`src/hdl/binary_frame_receiver_fletcher_defines.svh`:
```
// Assertion macros for the frame receiver parser module.
// Depends on nothing; included by the modules that carry assertions.
`ifndef BINARY_FRAME_RECEIVER_FLETCHER_DEFINES_SVH
`define BINARY_FRAME_RECEIVER_FLETCHER_DEFINES_SVH

// Same-cycle implication, disabled while reset is high.
`define BFRF_ASSERT_SAME(label, clk, rst, ante, cons, msg) \
   label: assert property (@(posedge clk) disable iff (rst) (ante) |-> (cons)) \
      else $error(msg);

// Next-cycle implication, disabled while reset is high.
`define BFRF_ASSERT_NEXT(label, clk, rst, ante, cons, msg) \
   label: assert property (@(posedge clk) disable iff (rst) (ante) |=> (cons)) \
      else $error(msg);

`endif

```
`src/hdl/bfrf_pkg.sv`:
```
// Package for the binary frame receiver: sync and acknowledge constants,
// the parser phase type and the result word type. Depends on nothing.
package bfrf_pkg;

   localparam logic [7:0]  SYNC_FIRST      = 8'hB5;
   localparam logic [7:0]  SYNC_SECOND     = 8'h62;
   localparam logic [7:0]  ACK_CLASS       = 8'h05;
   localparam logic [7:0]  ACK_ID_ACK      = 8'h01;
   localparam logic [7:0]  ACK_ID_REJECT   = 8'h00;
   localparam logic [15:0] DEFAULT_MAX_LEN = 16'd400;

   typedef enum logic [3:0] {
      PH_HUNT    = 4'd0,
      PH_SYNC2   = 4'd1,
      PH_CLASS   = 4'd2,
      PH_ID      = 4'd3,
      PH_LEN_LO  = 4'd4,
      PH_LEN_HI  = 4'd5,
      PH_PAYLOAD = 4'd6,
      PH_CK_A    = 4'd7,
      PH_CK_B    = 4'd8
   } phase_type;

   typedef struct packed {
      logic        payload_valid;
      logic [7:0]  payload_byte;
      logic [15:0] payload_index;
      logic        frame_end;
      logic        frame_good;
      logic [7:0]  frame_class;
      logic [7:0]  frame_id;
      logic [15:0] frame_length;
      logic        ack_valid;
      logic        ack_is_reject;
      logic [7:0]  acked_class;
      logic [7:0]  acked_id;
   } result_type;

endpackage

```
`src/hdl/binary_frame_receiver_fletcher.sv`:
```
// Channel   Direction  Handshake            Payload
// req_      in         req_valid/req_stall  rx_byte
// rsp_      out        rsp_valid/rsp_stall  payload, frame end, header, acknowledgement
// csr_      in         csr_valid/csr_ready  max_payload_length
// One word in and one word out per cycle unless rsp_stall holds the pipe.
// The input register and the result register are the only stages; the parser sits between.
// Reset is synchronous and returns the parser to sync hunting with max length 400.
// A stalled result holds the pipe; the input register still takes a word while it is empty.
// Depends on bfrf_pkg and bfrf_parser.
module binary_frame_receiver_fletcher (
   input  logic        clock,
   input  logic        reset,
   input  logic        req_valid,
   output logic        req_stall,
   input  logic [7:0]  req_rx_byte,
   output logic        rsp_valid,
   input  logic        rsp_stall,
   output logic        rsp_payload_valid,
   output logic [7:0]  rsp_payload_byte,
   output logic [15:0] rsp_payload_index,
   output logic        rsp_frame_end,
   output logic        rsp_frame_good,
   output logic [7:0]  rsp_frame_class,
   output logic [7:0]  rsp_frame_id,
   output logic [15:0] rsp_frame_length,
   output logic        rsp_ack_valid,
   output logic        rsp_ack_is_reject,
   output logic [7:0]  rsp_acked_class,
   output logic [7:0]  rsp_acked_id,
   input  logic        csr_valid,
   output logic        csr_ready,
   input  logic [15:0] csr_max_payload_length
);
   import bfrf_pkg::*;

   logic        in_valid_ff;
   logic [7:0]  in_byte_ff;
   logic        out_valid_ff;
   result_type  out_ff;
   result_type  result;
   logic [15:0] max_len_ff;
   logic        advance;
   logic        in_take;

   assign advance   = in_valid_ff && (!out_valid_ff || !rsp_stall);
   assign req_stall = in_valid_ff && !advance;
   assign in_take   = req_valid && !req_stall;
   assign csr_ready = 1'b1;

   always_ff @(posedge clock) begin
      if (reset) begin
         max_len_ff <= DEFAULT_MAX_LEN;
      end else if (csr_valid && csr_ready) begin
         max_len_ff <= csr_max_payload_length;
      end
   end

   always_ff @(posedge clock) begin
      if (reset) begin
         in_valid_ff <= 1'b0;
      end else if (in_take) begin
         in_valid_ff <= 1'b1;
      end else if (advance) begin
         in_valid_ff <= 1'b0;
      end
   end

   always_ff @(posedge clock) begin
      if (in_take) begin
         in_byte_ff <= req_rx_byte;
      end
   end

   bfrf_parser u_parser (
      .clock   (clock),
      .reset   (reset),
      .step    (advance),
      .rx_byte (in_byte_ff),
      .max_len (max_len_ff),
      .result  (result)
   );

   always_ff @(posedge clock) begin
      if (reset) begin
         out_valid_ff <= 1'b0;
      end else if (advance) begin
         out_valid_ff <= 1'b1;
      end else if (!rsp_stall) begin
         out_valid_ff <= 1'b0;
      end
   end

   always_ff @(posedge clock) begin
      if (advance) begin
         out_ff <= result;
      end
   end

   assign rsp_valid         = out_valid_ff;
   assign rsp_payload_valid = out_ff.payload_valid;
   assign rsp_payload_byte  = out_ff.payload_byte;
   assign rsp_payload_index = out_ff.payload_index;
   assign rsp_frame_end     = out_ff.frame_end;
   assign rsp_frame_good    = out_ff.frame_good;
   assign rsp_frame_class   = out_ff.frame_class;
   assign rsp_frame_id      = out_ff.frame_id;
   assign rsp_frame_length  = out_ff.frame_length;
   assign rsp_ack_valid     = out_ff.ack_valid;
   assign rsp_ack_is_reject = out_ff.ack_is_reject;
   assign rsp_acked_class   = out_ff.acked_class;
   assign rsp_acked_id      = out_ff.acked_id;

endmodule

```
`src/hdl/bfrf_parser.sv`:
```
// Frame parser: phase machine, header registers and Fletcher sums.
// Depends on bfrf_pkg and the assertion macros in the defines header.
`include "binary_frame_receiver_fletcher_defines.svh"

module bfrf_parser (
   input  logic                clock,
   input  logic                reset,
   input  logic                step,
   input  logic [7:0]          rx_byte,
   input  logic [15:0]         max_len,
   output bfrf_pkg::result_type result
);
   import bfrf_pkg::*;

   phase_type   phase_ff, phase_in;
   logic [7:0]  class_ff, class_in;
   logic [7:0]  id_ff, id_in;
   logic [7:0]  len_lo_ff, len_lo_in;
   logic [15:0] length_ff, length_in;
   logic [15:0] count_ff, count_in;
   logic [7:0]  sum_a_ff, sum_a_in;
   logic [7:0]  sum_b_ff, sum_b_in;
   logic [7:0]  check_lo_ff, check_lo_in;
   logic [7:0]  first_ff, first_in;
   logic [7:0]  second_ff, second_in;
   logic [7:0]  add_a;
   logic [7:0]  add_b;
   logic [15:0] count_next;
   logic [15:0] new_length;
   logic        good;

   assign add_a      = sum_a_ff + rx_byte;
   assign add_b      = sum_b_ff + add_a;
   assign count_next = count_ff + 16'd1;
   assign new_length = {rx_byte, len_lo_ff};
   assign good       = (sum_a_ff == check_lo_ff) && (sum_b_ff == rx_byte);

   always_comb begin
      phase_in    = phase_ff;
      class_in    = class_ff;
      id_in       = id_ff;
      len_lo_in   = len_lo_ff;
      length_in   = length_ff;
      count_in    = count_ff;
      sum_a_in    = sum_a_ff;
      sum_b_in    = sum_b_ff;
      check_lo_in = check_lo_ff;
      first_in    = first_ff;
      second_in   = second_ff;
      result      = '0;
      case (phase_ff)
         PH_HUNT: begin
            if (rx_byte == SYNC_FIRST) begin
               phase_in = PH_SYNC2;
            end
         end
         PH_SYNC2: begin
            if (rx_byte == SYNC_SECOND) begin
               sum_a_in  = '0;
               sum_b_in  = '0;
               count_in  = '0;
               first_in  = '0;
               second_in = '0;
               phase_in  = PH_CLASS;
            end else if (rx_byte != SYNC_FIRST) begin
               phase_in = PH_HUNT;
            end
         end
         PH_CLASS: begin
            class_in = rx_byte;
            sum_a_in = add_a;
            sum_b_in = add_b;
            phase_in = PH_ID;
         end
         PH_ID: begin
            id_in    = rx_byte;
            sum_a_in = add_a;
            sum_b_in = add_b;
            phase_in = PH_LEN_LO;
         end
         PH_LEN_LO: begin
            len_lo_in = rx_byte;
            sum_a_in  = add_a;
            sum_b_in  = add_b;
            phase_in  = PH_LEN_HI;
         end
         PH_LEN_HI: begin
            sum_a_in  = add_a;
            sum_b_in  = add_b;
            length_in = new_length;
            if (new_length > max_len) begin
               phase_in = PH_HUNT;
            end else if (new_length == 16'd0) begin
               phase_in = PH_CK_A;
            end else begin
               phase_in = PH_PAYLOAD;
            end
         end
         PH_PAYLOAD: begin
            result.payload_valid = 1'b1;
            result.payload_byte  = rx_byte;
            result.payload_index = count_ff;
            if (count_ff == 16'd0) begin
               first_in = rx_byte;
            end else if (count_ff == 16'd1) begin
               second_in = rx_byte;
            end
            sum_a_in = add_a;
            sum_b_in = add_b;
            count_in = count_next;
            if (count_next >= length_ff) begin
               phase_in = PH_CK_A;
            end
         end
         PH_CK_A: begin
            check_lo_in = rx_byte;
            phase_in    = PH_CK_B;
         end
         PH_CK_B: begin
            result.frame_end  = 1'b1;
            result.frame_good = good;
            if (good && class_ff == ACK_CLASS &&
                (id_ff == ACK_ID_ACK || id_ff == ACK_ID_REJECT)) begin
               result.ack_valid     = 1'b1;
               result.ack_is_reject = (id_ff == ACK_ID_REJECT);
               result.acked_class   = first_ff;
               result.acked_id      = second_ff;
            end
            phase_in = PH_HUNT;
         end
         default: begin
            phase_in = PH_HUNT;
         end
      endcase
      result.frame_class  = class_in;
      result.frame_id     = id_in;
      result.frame_length = length_in;
   end

   always_ff @(posedge clock) begin
      if (reset) begin
         phase_ff    <= PH_HUNT;
         class_ff    <= '0;
         id_ff       <= '0;
         len_lo_ff   <= '0;
         length_ff   <= '0;
         count_ff    <= '0;
         sum_a_ff    <= '0;
         sum_b_ff    <= '0;
         check_lo_ff <= '0;
         first_ff    <= '0;
         second_ff   <= '0;
      end else if (step) begin
         phase_ff    <= phase_in;
         class_ff    <= class_in;
         id_ff       <= id_in;
         len_lo_ff   <= len_lo_in;
         length_ff   <= length_in;
         count_ff    <= count_in;
         sum_a_ff    <= sum_a_in;
         sum_b_ff    <= sum_b_in;
         check_lo_ff <= check_lo_in;
         first_ff    <= first_in;
         second_ff   <= second_in;
      end
   end

   `BFRF_ASSERT_SAME(a_ack_needs_good, clock, reset, result.ack_valid,
      result.frame_good && result.frame_end && class_ff == ACK_CLASS, "ack on a bad frame")
   `BFRF_ASSERT_SAME(a_payload_not_end, clock, reset, result.payload_valid,
      !result.frame_end, "payload word flagged as frame end")
   `BFRF_ASSERT_NEXT(a_count_steps, clock, reset, step && phase_ff == PH_PAYLOAD,
      count_ff == 16'($past(count_ff) + 16'd1), "payload count did not advance")
   `BFRF_ASSERT_NEXT(a_long_dropped, clock, reset,
      step && phase_ff == PH_LEN_HI && new_length > max_len,
      phase_ff == PH_HUNT, "oversized frame not dropped")

endmodule
```
`config.mk`:
```
export PLATFORM = sky130hd
export DESIGN_NAME = binary_frame_receiver_fletcher
export DESIGN_NICKNAME = d
export VERILOG_FILES = /design/src/hdl/bfrf_pkg.sv /design/src/hdl/binary_frame_receiver_fletcher.sv /design/src/hdl/bfrf_parser.sv
export VERILOG_INCLUDE_DIRS = /design/src /design/src/hdl
export SDC_FILE = /design/constraint.sdc
export NUM_CORES = 1
export LEC_CHECK = 0
export BUFFER_PORTS_ARGS = -buffer_cell sky130_fd_sc_hd__clkbuf_2
export CAP_MARGIN = 25
export CORE_UTILIZATION = 59
export CTS_CLUSTER_DIAMETER = 40
export DETAILED_ROUTE_END_ITERATION = 12
export GPL_TIMING_DRIVEN = 0
export PLACE_DENSITY = 0.8
export SYNTH_ARGS = -nofsm -noshare
export SYNTH_HDL_FRONTEND = slang
export SYNTH_SLANG_ARGS = --single-unit
```
`constraint.sdc`:
```
create_clock -name clock -period 5 [get_ports clock]
set_input_delay 1 -clock clock [delete_from_list [all_inputs] [get_ports clock]]
set_output_delay 1 -clock clock [all_outputs]
set_load 0.02 [all_outputs]
```
# --- Word level (Yosys, flattened, before mapping) ---
# Index checks and enable logic that the tools add are counted.
word_totals:
  regBits: 203
  in_bits: 29
  word_cells: 111
op_classes:
  addsub: 3
  n_lt_le_gt_ge: 2
  n_eq_ne: 24
  mux: 27
  n_reduce_logical: 28
ops:
  columns: ["cell", "n"]
  rows:
  - ["$pmux W8 S2", 4]
  - ["$mux W8", 6]
  - ["$logic_not A16 Y1", 2]
  - ["$mux W16", 2]
  - ["$pmux W16 S2", 1]
  - ["$pmux W4 S8", 1]
  - ["$mux W25", 1]
  - ["$mux W4", 5]
  - ["$mux W18", 1]
  - ["$add A16 B1 Y16 const B", 1]
  - ["$add A8 B8 Y8", 2]
  - ["$eq A16 B1 Y1 const B", 1]
  - ["$eq A4 B3 Y1 const B", 4]
  - ["$eq A8 B8 Y1", 2]
  - ["$ge A16 B16 Y1", 1]
  - ["$gt A16 B16 Y1", 1]
  - ["$ne A2 B1 Y1 const B", 6]
  - ["$eq A4 B2 Y1 const B", 2]
  - ["$eq A8 B1 Y1 const B", 1]
  - ["$eq A8 B3 Y1 const B", 1]
  - ["$eq A8 B7 Y1 const B", 1]
  - ["$eq A8 B8 Y1 const B", 1]
  - ["$logic_not A8 Y1", 1]
  - ["$ne A8 B8 Y1 const B", 1]
  - ["16 further kinds", 35]

# --- Longest topological paths before layout ---
# Gate-level depths: netlist (run 1).
logic_depth:
  depth_word: 8
  depth_mapped: 14

# --- Cells and area by module ---
# From an unflattened synthesis (run 1), not the netlist that was laid out.
hier_totals:
  cells_unflattened: 932
  area_unflattened_um2: 9723.1
modules_own_cells:
  columns: ["module", "n_inst", "cells_per_inst", "area_each_um2", "seq_area_each_um2"]
  rows:
  - ["bfrf_parser", 1, 783, 6496.2, 2001.9]
  - ["binary_frame_receiver_fletcher", 1, 149, 3226.8, 2912.8]

# --- Worst setup path after synthesis (run 1) ---
# OpenSTA, ideal clock, no wires.
synth_path:
  path_type: "input -> register"
  from: "in rsp_stall"
  to: "reg out_ff (netlist bit rsp_ack_is_reject) (enable)"
  setup_time_ns: 0.471
  t_arrival_ns: 3.897
  t_required_ns: 4.529
  slack_ns: 0.632
  stages: 5
  n_path_buf: 3
  path_cell_list: "a21bo_2 buf_2 inv_1 buf_2 buf_1"
synth_via:
  elab_chain_len: 3
synth_lines:
  columns: ["item", "line_no", "source"]
  rows:
  - ["start, declared", "binary_frame_receiver_fletcher.sv:17", "input logic rsp_stall,"]
  - ["$logic_not A1 Y1", null, null]
  - ["$logic_or A1 B1 Y1", "binary_frame_receiver_fletcher.sv:45", "assign advance = in_valid_ff && (!out_valid_ff || !rsp_stall);"]
  - ["$logic_and A1 B1 Y1", "binary_frame_receiver_fletcher.sv:45", null]
  - ["named net advance", "binary_frame_receiver_fletcher.sv:42", "logic advance;"]
  - ["end signal, assigned", "binary_frame_receiver_fletcher.sv:95", "out_ff <= result;"]
  - ["end, declared", "binary_frame_receiver_fletcher.sv:39", "result_type out_ff;"]
# The timed path passes the listed nets, and every way through them passes these cells.
# A chain may end at the register's enable or synchronous reset.

# --- Final worst setup path (run 1) ---
layout_path:
  from: "reg in_byte_ff[1]"
  to: "reg u_parser.sum_b_ff[7]"
layout_via:
  elab_chain_len: 3
layout_lines:
  columns: ["item", "line_no", "source"]
  rows:
  - ["start, declared", "binary_frame_receiver_fletcher.sv:37", "logic [7:0] in_byte_ff;"]
  - ["start signal, assigned", "binary_frame_receiver_fletcher.sv:70", "in_byte_ff <= req_rx_byte;"]
  - ["$add A8 B8 Y8 / $eq A8 B7 Y1 (equally long branches)", "bfrf_parser.sv:32, bfrf_parser.sv:58", null]
  - ["$add A8 B8 Y8 / $ne A2 B1 Y1 (equally long branches)", null, null]
  - ["$pmux W8 S2 / $reduce_and A3 Y1 (equally long branches)", null, null]
  - ["end signal, assigned", "bfrf_parser.sv:161", "sum_b_ff <= sum_b_in;"]
  - ["end, declared", "bfrf_parser.sv:22", "logic [7:0] sum_b_ff, sum_b_in;"]
# Parallel ways exist; a longest one is shown, timed or not.

==> summary.txt, run 1 <==
Logic synthesis
  – Synth Net Count: 1054
  – Yosys top cell area share: 26.29%
  – FFs w/ async S/R, synth: 0%
  – EDFF count, synth: 85
  – Synth warn: 0
  – Main area contributors after synthesis: edfxtp_1 26%, dfxtp_1 24%, ha_1 6.3%
  – Register area share after synthesis: 50.63%
  – Cell count after synthesis: 974
  – Yosys reg bits: 203
  – Leading area contributor after synthesis: edfxtp_1
  – Unique masters post-synth: 69
  – Main synth FF type: dfxtp_1
  – Syn avg cell area: 9.967 um^2
  – Cell area after synthesis: 9708 um^2

Placed design
  – Hpwl dp: 16620 um
  – Inst Count DP: 1298
  – Port bufs: 106
  – Gpl congestion: 0.8962

Global routing
  – Grt total ovfl: 0
  – Number of global-route vias before repair: 7448
  – Initial antenna violation count: 0
  – Total GRT Usage: 28.73%
  – First-pass GRT wire length: 37340 um
  – Largest net degree at the start of global routing: 44

Setup path
  – Crit path DAT: 4.10 ns
  – Worst setup startpoint: in_byte_ff[1]
  – Bufs and invs on worst path: 2
  – R2R Setup Slk: 1.37 ns
  – Worst r2r src: in_byte_ff[1]
  – Worst setup SP type: register
  – Slowest stage delay, CP: 0.56 ns
  – Setup crit end kind: register
  – CP delay by family, top: compound AO/OA/AOI/OAI gates
  – FF-to-FF End: u_parser.sum_b_ff[7]
  – Crit Path Category: reg2reg
  – Cells along the critical path: buf_4 > inv_1 > fa_1 > nor2b_1 > o21ai_0 > a21boi_0 > o21ai_0 > a21boi_0 > nor2_1 > ha_1 > a2111oi_0 > nor2_1 > or3_1 > nand4b_1
  – Slowest CP cell: a2111oi_0
  – Critical Path Fanout Max: 9
  – CP Data Required Time: 5.47 ns
  – R2r worst-path depth: 14

Clocking
  – TritonCTS clock tree: yes
  – Clock root cell: clkbuf_16
  – Clk_lat worst skew: 0.54 ns
  – TritonCTS buffer count: 30
  – Clk slew on worst S/H paths: 0.06 ns
  – Clock sinks: 203
  – Hold Buf Count CTS: 0
  – Setup bufs post-CTS: 0
  – Number of gates resized after cts: 0
  – CTS Buffer Depth: 3
  – H-tree depth: 1

Route
  – Remaining antenna violation count: 0
  – DRT iter0 DRCs: 814
  – Drc violations: 0
  – DRT Pass-1 Iters: 5
  – Vias/cell: 5.748
  – Vias post-DR: 7783
  – DR WL/cell: 17.69 um
  – Post-Route WL: 23950 um

Final layout
  – Fraction of layout cells with a size suffix above 1: 18.89%
  – Fin cells: 1354
  – Area growth syn-to-layout: 18.73%
  – Commonest non-fill, non-tap cell in the layout: nor2_1
  – N_diodes: 0
  – Final core utilization: 72.04%
  – Most frequent cells in the layout: 119 x nor2_1, 118 x dfxtp_1, 106 x clkbuf_2
  – Nets@finish: 1194

STA
  – Max-slew violations: 0
  – Slew margin rel.: 43.85%
  – RSZ-0062 raised after global routing: false
  – TNS Setup: 0 ns
  – Final min period: 3.630 ns
  – Tcrit/Tclk final: 72.59%
  – Max Clock Freq: 0.2755 GHz
  – Final Setup Violations: 0
  – Worst-case clock skew: 0.01290 ns
  – Final Hold Violating Endpoints: 0
  – Worst slew pin tran: 0.8391 ns

Power
  – Leakage: 0.004797 uW
  – Power density cells: 346.8 nW/um^2
  – Worst VDD drop: 0.2673 mV

Floorplanning
  – Vert. Die Dim: 130.3 um
  – Die W: 130.3 um
  – IO Pins: 109
  – # rows: 46
  – Starting density of the core: 60.67%
  – Core box area: 16000 um^2
  – Die ar.: 16970 um^2

Outcome
  – Status: finished clean

Hold path
  – Hold Path Cell Cnt: 2
  – Worst hold start: u_parser.class_ff[2]
  – Hold Path Class: reg2reg
  – Worst Hold Endpoint: u_parser.class_ff[2]

Job
  – Max_cap viols: 0
==> cell families (layout without fill, tap and decap cells) <==
logic type | after synthesis | in the layout | synth area share (%)
AND/OR/NAND/NOR | 347 | 347 | 17.59
AO/OA/AOI/OAI | 166 | 166 | 10.62
XOR/XNOR | 39 | 39 | 3.519
flip-flops | 203 | 203 | 50.63
buffers and inverters | 112 | 276 | 4.975
multiplexers | 55 | 55 | 5.903
adder cells (fa/ha/maj) | 51 | 51 | 6.728
other | 1 | 1 | 0.03863
==> Yosys cell counts, types with 3 or more instances <==
library cell,instances
nor2_1,119
dfxtp_1,118
edfxtp_1,85
nand2_1,78
a21oi_1,70
inv_1,51
ha_1,49
mux2i_1,37
clkbuf_1,34
and3_1,27
nand3_1,25
xor2_1,21
and2_1,20
o21ai_0,19
mux2_2,18
xnor2_1,18
o21ai_1,15
a22oi_1,12
buf_2,11
nand4_1,11
nor3_1,11
nor4_1,11
buf_4,9
o211ai_1,9
or3_1,8
o21a_1,7
nor2b_1,6
a21o_1,5
nand2b_1,4
nand3b_1,4
nor3b_1,4
a211oi_1,3
a21boi_0,3
and4_1,3
buf_1,3
nand4b_1,3
o31ai_1,3
==> where the power goes <==
group | total [uW] | internal (uW) | switching, uW
clock network | 1990 | 1170 | 822
logic | 226 | 71.1 | 155
registers | 1780 | 1770 | 17.4
total | 4000 | 3000 | 994
==> state kept, by name, summed over array words and instances (netlist names), 4 cells and up <==
register,flops
max_len_ff,16
rsp_frame_length,16
rsp_payload_index,16
u_parser.count_ff,16
u_parser.length_ff,16
in_byte_ff,8
rsp_acked_class,8
rsp_acked_id,8
rsp_frame_class,8
rsp_frame_id,8
rsp_payload_byte,8
u_parser.check_lo_ff,8
u_parser.class_ff,8
u_parser.first_ff,8
u_parser.id_ff,8
u_parser.len_lo_ff,8
u_parser.second_ff,8
u_parser.sum_a_ff,8
u_parser.sum_b_ff,8
u_parser.phase_ff,4
==> area by class of cell <==
cell class | instances | area (um^2)
flip-flops and latches | 203 | 4915
fillers | 1193 | 4474
multi-input cells | 659 | 4310
clock buffers | 33 | 783.3
repair buffers | 108 | 570.5
plain buffers | 59 | 285.3
well taps | 216 | 270.3
inverters | 53 | 198.9
clock inverters | 23 | 192.7
==> worst max-delay path by stage <==
stage | to | slack, ns | cells past startpoint
2_1_floorplan | rsp_ack_is_reject | 0.63 | 5
5_1_grt | u_parser.sum_b_ff[7] | 1.08 | 14
6_report | u_parser.sum_b_ff[7] | 1.37 | 14
3_5_place_dp | u_parser.sum_b_ff[7] | 1.42 | 14
3_3_place_gp | rsp_payload_byte[1] | -0.57 | 6
4_1_cts | u_parser.sum_b_ff[7] | 1.39 | 14
==> worst min-delay path: stages (launching register included) <==
cell	delay [ns]
dfxtp_1	0.32
nand2_1	0.05
a21oi_1	0.05
==> per-layer routing <==
| metal | wire length (um) | vias to the layer above | part of all wire, % | track usage, % |
|---|---|---|---|---|
| li1 | - | 3710 | - | - |
| met1 | 10080 | 3645 | 42 | 36.86 |
| met2 | 11140 | 349 | 47 | 47.56 |
| met3 | 1784 | 79 | 7.4 | 4.797 |
| met4 | 950 | 0 | 4.0 | 13.20 |
| met5 | 0 | - | 0 | 0 |
==> metrics by stage <==
stage	total power, uW	hold slack [ns]	area [um^2]	worst slack, ns
floorplan	1958	0.4413	9708	0.6320
global route	4110	0.4914	11530	1.075
detailed placement	2040	0.4589	10550	1.423
global placement	2035	0.4532	10510	-0.5696
CTS	4013	0.4676	11530	1.385
finish	3997	0.4701	11530	1.370
No activity file was read; power rests on OpenSTA's default activity.
==> run 2: changes to the inputs <==
--- a/config.mk
+++ b/config.mk
@@ -8,11 +8,11 @@
 export LEC_CHECK = 0
 export BUFFER_PORTS_ARGS = -buffer_cell sky130_fd_sc_hd__clkbuf_2
 export CAP_MARGIN = 25
-export CORE_UTILIZATION = 59
+export CORE_UTILIZATION = 53
 export CTS_CLUSTER_DIAMETER = 40
 export DETAILED_ROUTE_END_ITERATION = 12
 export GPL_TIMING_DRIVEN = 0
-export PLACE_DENSITY = 0.8
+export PLACE_DENSITY = 0.76
 export SYNTH_ARGS = -nofsm -noshare
 export SYNTH_HDL_FRONTEND = slang
 export SYNTH_SLANG_ARGS = --single-unit
==> constraint.sdc (replaced) <==
create_clock -name clock -period 3.2 [get_ports clock]
set_input_delay 0.64 -clock clock [delete_from_list [all_inputs] [get_ports clock]]
set_output_delay 0.64 -clock clock [all_outputs]
set_load 0.02 [all_outputs]
==> run 2 against run 1 <==
Design area grew 0.53%. Sequential power up 56%. Critical path depth down 3. Core utilization down 7.5 points. Final cell count up 0.89%. Clock power increased by 52%.
==> summary.txt, run 2 (synthesis gave the netlist of run 1 again) <==
Placed design
  – Placed Area: 10560 um^2
  – Gpl congestion: 0.8890
  – Port bufs: 106
  – Hpwl dp: 16660 um

Floorplanning
  – # rows: 49
  – Die ar.: 18860 um^2
  – IO Pins: 109
  – Vert. Die Dim: 137.3 um
  – Starting density of the core: 54.04%
  – Die W: 137.3 um
  – Core box area: 17960 um^2

Global routing
  – Initial antenna violation count: 0
  – Total GRT Usage: 25.67%
  – Grt total ovfl: 0
  – Number of global-route vias before repair: 7279
  – Largest net degree at the start of global routing: 65
  – First-pass GRT wire length: 37410 um

Final layout
  – Final core utilization: 64.51%
  – N_diodes: 0
  – Post-layout instance area: 11590 um^2
  – Area growth syn-to-layout: 19.36%
  – Fraction of layout cells with a size suffix above 1: 20.05%
  – Commonest non-fill, non-tap cell in the layout: nor2_1
  – Nets@finish: 1195
  – Most frequent cells in the layout: 119 x nor2_1, 112 x dfxtp_1, 106 x clkbuf_2

Setup path
  – Setup crit end kind: register
  – Critical Path Fanout Max: 3
  – Crit Path Category: reg2reg
  – CP Data Required Time: 3.67 ns
  – Worst setup SP type: register
  – Crit path DAT: 3.54 ns

STA
  – Final Setup Violations: 0
  – Slew margin rel.: 49.75%
  – Final min period: 3.074 ns
  – Final Hold Violating Endpoints: 0
  – Max Clock Freq: 0.3253 GHz
  – Worst slew pin tran: 0.7509 ns
  – TNS Setup: 0 ns
  – Max-slew violations: 0
  – Tcrit/Tclk final: 96.07%
  – Worst-case clock skew: 0.02133 ns

Route
  – Post-Route WL: 23890 um
  – Remaining antenna violation count: 0
  – DRT iter0 DRCs: 723
  – Vias post-DR: 7694
  – DRT Pass-1 Iters: 5
  – DR WL/cell: 17.49 um
  – Vias/cell: 5.633
  – Drc violations: 0

Clocking
  – Hold Buf Count CTS: 0
  – TritonCTS clock tree: yes
  – Clock root cell: clkbuf_16
  – H-tree depth: 1
  – Clk slew on worst S/H paths: 0.06 ns
  – TritonCTS buffer count: 28
  – CTS Buffer Depth: 3
  – Clock sinks: 203
  – Clk_lat worst skew: 0.54 ns

Power
  – Worst VDD drop: 0.4657 mV
  – Leakage: 0.004802 uW
  – Power density cells: 531.3 nW/um^2

Outcome
  – Status: finished clean

Hold path
  – Hold Path Class: in2reg

Job
  – Max_cap viols: 0
[run 2: changes by cell type in the layout (fill, tap and decap cells not counted), moves of 4 or more]
cell,before,now
inv_8,1,6
buf_4,9,14
dfxtp_2,0,5
inv_6,9,5
dfxtp_1,118,112
clkinv_2,5,0
[run 2: worst paths after layout]
| check | from | endpoint | slack, ns | cells after the start |
|---|---|---|---|---|
| hold / removal | req_rx_byte[5] | in_byte_ff[5] | 0.28 | 1 |
| setup / recovery | in_byte_ff[1] | u_parser.sum_b_ff[7] | 0.13 | 11 |
| setup reg to reg | in_byte_ff[1] | u_parser.sum_b_ff[7] | 0.13 | 11 |
| hold reg to reg | u_parser.check_lo_ff[0] | u_parser.check_lo_ff[0] | 0.47 | 2 |
[run 2: worst max-delay path, stage by stage (launching register included)]
cell,delay (ns)
edfxtp_1,0.43
buf_6,0.13
inv_1,0.09
fa_2,0.62
inv_1,0.07
ha_1,0.26
a21oi_1,0.23
o211ai_1,0.19
a2111oi_4,0.45
nor2_1,0.09
or3_1,0.35
nand4b_1,0.10
[run 2: report_power, final]
part	total, uW	switching, uW	internal, uW
registers	2780	26.7	2760
logic	358	245	113
clock network	3020	1270	1750
[run 2: cell type report]
cell class | count | area [um^2]
Tap cell | 229 | 286.5
Multi-Input combinational cell | 659 | 4370
Fill cell | 1415 | 6376
Buffer | 58 | 290.3
Timing Repair Buffer | 112 | 595.6
Clock buffer | 35 | 758.2
Inverter | 53 | 198.9
Clock inverter | 17 | 162.7
Sequential cell | 203 | 4925
[run 2: routing by layer]
layer	vias to the layer above	part of all wire (%)	global-route usage (%)
met2	298	47	42.06
met4	0	3.4	10.44
met5	-	0	0
li1	3718	-	-
met3	64	7.1	4.047
met1	3614	42	33.82
[run 2: through the flow]
step                      power (uW)  instances  setup WS, ns  hold WS (ns)
after CTS                       6175       1362      -0.01407        0.2705
after detailed placement        3190       1310       -0.4985        0.4597
after floorplan                 3057        974       0.07107        0.4413
final                           6156       1366        0.1257        0.2802
after global routing            6321       1366     -0.007298        0.2666
after global placement          3179       1309       -0.4419        0.4545
[run 2: what timing repair did]
item	in CTS	in global routing
buffers inserted	0	5
endpoints found under the setup margin	5	5
pin swaps	1	8
resized for setup	12	12
gates cloned	0	0
